$ cat config.mk
export PLATFORM = sky130hd
export DESIGN_NAME = cfp_ctrl
export DESIGN_NICKNAME = d
export VERILOG_FILES = /design/src/rtl/core/cfp_pkg.sv /design/src/rtl/core/cfp_ctrl.sv
export SDC_FILE = /design/constraint.sdc
export NUM_CORES = 1
export LEC_CHECK = 0
export ABC_CLOCK_PERIOD_IN_PS = 3400
export BUFFER_PORTS_ARGS = -buffer_cell sky130_fd_sc_hd__buf_2
export CAP_MARGIN = 20
export CORE_ASPECT_RATIO = 0.5
export CORE_UTILIZATION = 40
export CTS_CLUSTER_DIAMETER = 200
export CTS_CLUSTER_SIZE = 25
export DETAILED_ROUTE_END_ITERATION = 7
export GPL_ROUTABILITY_DRIVEN = 0
export SLEW_MARGIN = 30
export SYNTH_ARGS = -nofsm -noshare
export SYNTH_HDL_FRONTEND = slang
export SYNTH_SLANG_ARGS = --single-unit
$ cat constraint.sdc
create_clock -name clk -period 3.4 [get_ports clk]
set_input_delay 0.34 -clock clk [delete_from_list [all_inputs] [get_ports clk]]
set_output_delay 0.34 -clock clk [all_outputs]
set_load 0.03 [all_outputs]
$ cat src/rtl/core/cfp_pkg.sv
// shared types and constants of the cell frame prefilter
package cfp_pkg;

	// previous-frame store geometry
	localparam int MAX_CELLS = 4096;
	localparam int POS_W     = $clog2(MAX_CELLS);
	localparam int CNT_W     = POS_W + 1;

	// configuration register widths
	localparam int QUANT_W    = 3;
	localparam int THRESH_W   = 8;
	localparam int INTERVAL_W = 16;
	localparam int FRAME_W    = 13;
	localparam int CFG_DATA_W = 16;
	localparam int CFG_IDX_W  = 2;

	// largest usable quantisation shift
	localparam logic [QUANT_W-1:0] QUANT_MAX = 3'd4;

	// configuration register indexes
	typedef enum logic [CFG_IDX_W-1:0] {
		CFG_QUANT_BITS        = 2'd0,
		CFG_SNAP_THRESHOLD    = 2'd1,
		CFG_KEYFRAME_INTERVAL = 2'd2,
		CFG_FRAME_CELLS       = 2'd3
	} cfg_index_t;

	// one character cell, glyph in the lowest byte
	typedef struct packed {
		logic [7:0] blue;
		logic [7:0] green;
		logic [7:0] red;
		logic [7:0] glyph;
	} cell_t;

	// per-cell control worked out when the cell is taken in
	typedef struct packed {
		logic [POS_W-1:0] pos;
		logic             hw_ok;
		logic             snap_en;
		logic             key;
		logic             delta;
		logic             last;
	} item_ctrl_t;

endpackage

$ cat src/rtl/core/cfp_ctrl.sv
// configuration registers and frame position, phase and fill tracking
module cfp_ctrl (
	input  logic                         clk,
	input  logic                         arst_n,
	input  logic                         cfg_we,
	input  logic [cfp_pkg::CFG_IDX_W-1:0]  cfg_index,
	input  logic [cfp_pkg::CFG_DATA_W-1:0] cfg_wdata,
	input  logic                         accept,
	output cfp_pkg::item_ctrl_t          item_ctrl,
	output logic [7:0]                   color_mask,
	output logic [cfp_pkg::THRESH_W-1:0] snap_threshold
);
	import cfp_pkg::*;

	logic [QUANT_W-1:0]    quant_bits_q;
	logic [THRESH_W-1:0]   snap_threshold_q;
	logic [INTERVAL_W-1:0] keyframe_interval_q;
	logic [FRAME_W-1:0]    frame_cells_q;

	logic [POS_W-1:0]      cell_position_q;
	logic                  seen_frame_q;
	logic [INTERVAL_W-1:0] keyframe_phase_q;
	logic [CNT_W-1:0]      fill_q;

	logic [QUANT_W-1:0]    shift;
	logic [CNT_W-1:0]      frame_len;
	logic [CNT_W-1:0]      pos_next;
	logic [INTERVAL_W:0]   phase_next;
	logic                  key;
	logic                  last;

	// configuration writes
	always_ff @(posedge clk or negedge arst_n) begin
		if (!arst_n) begin
			quant_bits_q        <= '0;
			snap_threshold_q    <= '0;
			keyframe_interval_q <= '0;
			frame_cells_q       <= FRAME_W'(MAX_CELLS);
		end else if (cfg_we) begin
			unique case (cfg_index_t'(cfg_index))
				CFG_QUANT_BITS:        quant_bits_q        <= cfg_wdata[QUANT_W-1:0];
				CFG_SNAP_THRESHOLD:    snap_threshold_q    <= cfg_wdata[THRESH_W-1:0];
				CFG_KEYFRAME_INTERVAL: keyframe_interval_q <= cfg_wdata[INTERVAL_W-1:0];
				CFG_FRAME_CELLS:       frame_cells_q       <= cfg_wdata[FRAME_W-1:0];
			endcase
		end
	end

	// color mask, out-of-range shifts disable quantization
	assign shift      = (quant_bits_q <= QUANT_MAX) ? quant_bits_q : '0;
	assign color_mask = 8'hFF << shift;
	assign snap_threshold = snap_threshold_q;

	// frame length clamped to one..store depth
	always_comb begin
		priority if (frame_cells_q == '0) begin
			frame_len = CNT_W'(1);
		end else if (CNT_W'(frame_cells_q) > CNT_W'(MAX_CELLS)) begin
			frame_len = CNT_W'(MAX_CELLS);
		end else begin
			frame_len = CNT_W'(frame_cells_q);
		end
	end

	// per-cell flags
	assign pos_next   = {1'b0, cell_position_q} + CNT_W'(1);
	assign last       = pos_next >= frame_len;
	assign key        = (keyframe_interval_q != '0) && (keyframe_phase_q == '0);
	assign phase_next = {1'b0, keyframe_phase_q} + (INTERVAL_W+1)'(1);

	assign item_ctrl.pos     = cell_position_q;
	assign item_ctrl.hw_ok   = {1'b0, cell_position_q} < fill_q;
	assign item_ctrl.snap_en = seen_frame_q && (snap_threshold_q != '0);
	assign item_ctrl.key     = key;
	assign item_ctrl.delta   = seen_frame_q && !key;
	assign item_ctrl.last    = last;

	// position and store fill advance on accepted cells, the keyframe phase on each frame's last cell
	always_ff @(posedge clk or negedge arst_n) begin
		if (!arst_n) begin
			cell_position_q  <= '0;
			seen_frame_q     <= 1'b0;
			keyframe_phase_q <= '0;
			fill_q           <= '0;
		end else if (accept) begin
			if (pos_next > fill_q) begin
				fill_q <= pos_next;
			end
			if (last) begin
				cell_position_q <= '0;
				seen_frame_q    <= 1'b1;
				if (phase_next >= {1'b0, keyframe_interval_q}) begin
					keyframe_phase_q <= '0;
				end else begin
					keyframe_phase_q <= phase_next[INTERVAL_W-1:0];
				end
			end else begin
				cell_position_q <= pos_next[POS_W-1:0];
			end
		end
	end

endmodule

==> out/summary.txt <==
peak supply drop: 0.317 mV
routed vias: 3917
first-pass iteration count of the detailed router: 8
setup TNS: 0 ps
Chip Height: 83.8 um
clock root cell: clkbuf_16
reg2reg start: keyframe_phase_q[2]$_DFFE_PN0P_
cell taking the most area after synthesis: dfrtp_1
share of cells above drive strength 1: 0.302
setup violators final: 0
Worst Path Required: 3060 ps
synth top area cells: dfrtp_1, ha_1, mux2_2
maxcap violations: 0
Slew @ Worst Pin: 781 ps
Fin. Hold Viols: 0
Crit path arrival time: 2920 ps
Period minus WS final: 3260 ps
Yosys reg bits: 82
Ys Warns: 0
die area: 0.0139 mm^2
Starting Density: 0.417
DR WL/cell: 15.6 um
Clk pin slew, worst setup/hold paths: 60 ps
cts bufs inserted: 9
crit path kind: reg -> out
Post-synth top cells: dfrtp_1, ha_1, mux2_2
WL met3: 357 um
pwr/cell area: 644 mW/mm^2
final net count: 657
DP Worst Slack: 102 ps
initial drt markers: 236
FFs w/ async S/R, synth: 1.00
CP startpoint kind: flop
CTS Buffer Depth: 2
wire length on met1: 5690 um
top cell type's share of synthesized area: 0.378
Post-Syn Instances: 511
number of global-route vias before repair: 3829
main flop type after synthesis: dfrtp_1
port bufs: 50
final wirelength: 11800 um
first-pass GRT wire length: 19400 um
worst-path maximum fanout: 3
worst skew pair latency: 340 ps
initial antenna violation count: 0
status: finished, violations left
reg2reg end: keyframe_phase_q[0]$_DFFE_PN0P_
CP endpoint kind: output port
top-count cell post-synth: dfrtp_1
Total GRT Usage: 0.179
unrepaired setup endpoints after global routing: false
Mapped Area: 0.00536 mm^2
Detail Route Antenna Nets: 0
max-slew violations: 0
failing checks: design-rule violations
DR top layer: met4
Distinct cells, synth: 66
clk sinks: 82
# IOs: 55
Leakage: 3.08 nW
Max-slew headroom: 0.478
total gr overflow: 0
Worst Hold Class: in -> async
vias per std cell: 5.20
pin count of the biggest net entering global routing: 46
Core Area: 0.0128 mm^2
Register-to-Register Path Depth: 14
num rows: 29
Fillers: 1205
half-perimeter wire length after detailed placement: 9050 um
R2R setup slack: 260 ps
H-tree lvl count: 3
Met2 Routed Length: 5670 um
CTS tree: built
Final Cycle Share: 0.959
sequential area share after synthesis: 0.383
fmax: 0.307 GHz
clk_skew: 6.85 ps
number of synthesized flops with an enable pin: 0
Mean Syn Cell Area: 10.5 um^2
Die Width: 166 um
final worst slack: 140 ps
# diodes: 0
DRC errors left: 8
Area growth syn-to-layout: 18.0%
-- per-layer routing --
metal	track usage	vias to the layer above
met5	0	-
met4	0.0357	0
met3	0.0375	4
met2	0.304	52
met1	0.236	1904
li1	-	1957
-- power by group --
group / internal (mW) / switching, mW / total (mW)
registers: 1.16 / 0.147 / 1.30
clock network: 0.683 / 0.380 / 1.06
logic: 0.743 / 0.961 / 1.70
total: 2.58 / 1.49 / 4.07
-- through the flow --
stage	util	power, mW	hold WS [ps]	std cells	area, um^2
3_5_place_dp	0.455	3.02	394	731	5840
4_1_cts	0.481	4.11	36.5	748	6180
2_1_floorplan	-	2.57	44.4	514	5370
3_3_place_gp	0.455	2.99	391	731	5840
5_1_grt	0.492	4.37	57.8	753	6320
6_report	0.492	4.07	14.5	753	6320
-- placed cells by master (no fill, tap or decap), drive strengths merged, types with 11 or more instances in the layout --
cell type / instances
nand2: 36
a21oi: 19
dfrtp: 81
mux2: 54
buf: 74
nor4: 11
xor2: 11
o21ai: 25
xnor2: 14
ha: 57
nor2b: 11
inv: 42
nand3: 22
nor2: 14
clkbuf: 12
-- sequential cells by signal, summed over array words and instances (netlist names) --
name	cells
keyframe_interval_q	16
frame_cells_q	13
keyframe_phase_q	16
cell_position_q	12
quant_bits_q	3
fill_q	13
snap_threshold	8
seen_frame_q	1
-- logic make-up after synthesis --
family,after synthesis,share of synthesized area
other,1,0.000700
DFF,82,0.383
xor gates and xnor gates,25,0.0423
AOI/OAI and AO/OA,91,0.126
muxes,55,0.122
adders and majority gates,57,0.133
and+or+nand+nor,137,0.139
buffers and inverters,63,0.0535
-- critical path: stages, from the launching register on --
cell and delay (ps):
dfrtp_1 370, and3_1 210, and3_1 210, and2_4 170, and4_4 210, xor2_4 160
ha_1 290, and4_1 220, and2_2 220, a221oi_4 280, inv_4 60, buf_4 170
-- how the worst max path moves through the flow --
stage	from	end	slack, ps
5_1_grt	keyframe_phase_q[2]$_DFFE_PN0P_	keyframe_phase_q[6]$_DFFE_PN0P_	9
2_1_floorplan	cell_position_q[2]$_DFFE_PN0P_	item_ctrl[0]	120
3_5_place_dp	keyframe_phase_q[2]$_DFFE_PN0P_	keyframe_phase_q[4]$_DFFE_PN0P_	100
4_1_cts	cell_position_q[3]$_DFFE_PN0P_	item_ctrl[0]	20
3_3_place_gp	keyframe_phase_q[2]$_DFFE_PN0P_	keyframe_phase_q[8]$_DFFE_PN0P_	90
6_report	cell_position_q[3]$_DFFE_PN0P_	item_ctrl[0]	140
-- repair_timing --
action,4_1_cts,5_1_grt
pin swaps,1,5
hold buffers,0,0
endpoints found under the hold margin,0,0
setup endpoints to repair,1,17
resized for setup,2,19
buffers inserted,1,5
-- layout make-up --
class | instances | area [um^2] | area share
well taps | 170 | 213 | 0.0337
inverters | 42 | 160 | 0.0253
repair buffers | 74 | 439 | 0.0695
clock inverters | 4 | 73.8 | 0.0117
flip-flops and latches | 82 | 2050 | 0.325
multi-input cells | 369 | 3120 | 0.494
clock buffers | 12 | 256 | 0.0406
Power figures use the tool's default switching activity.
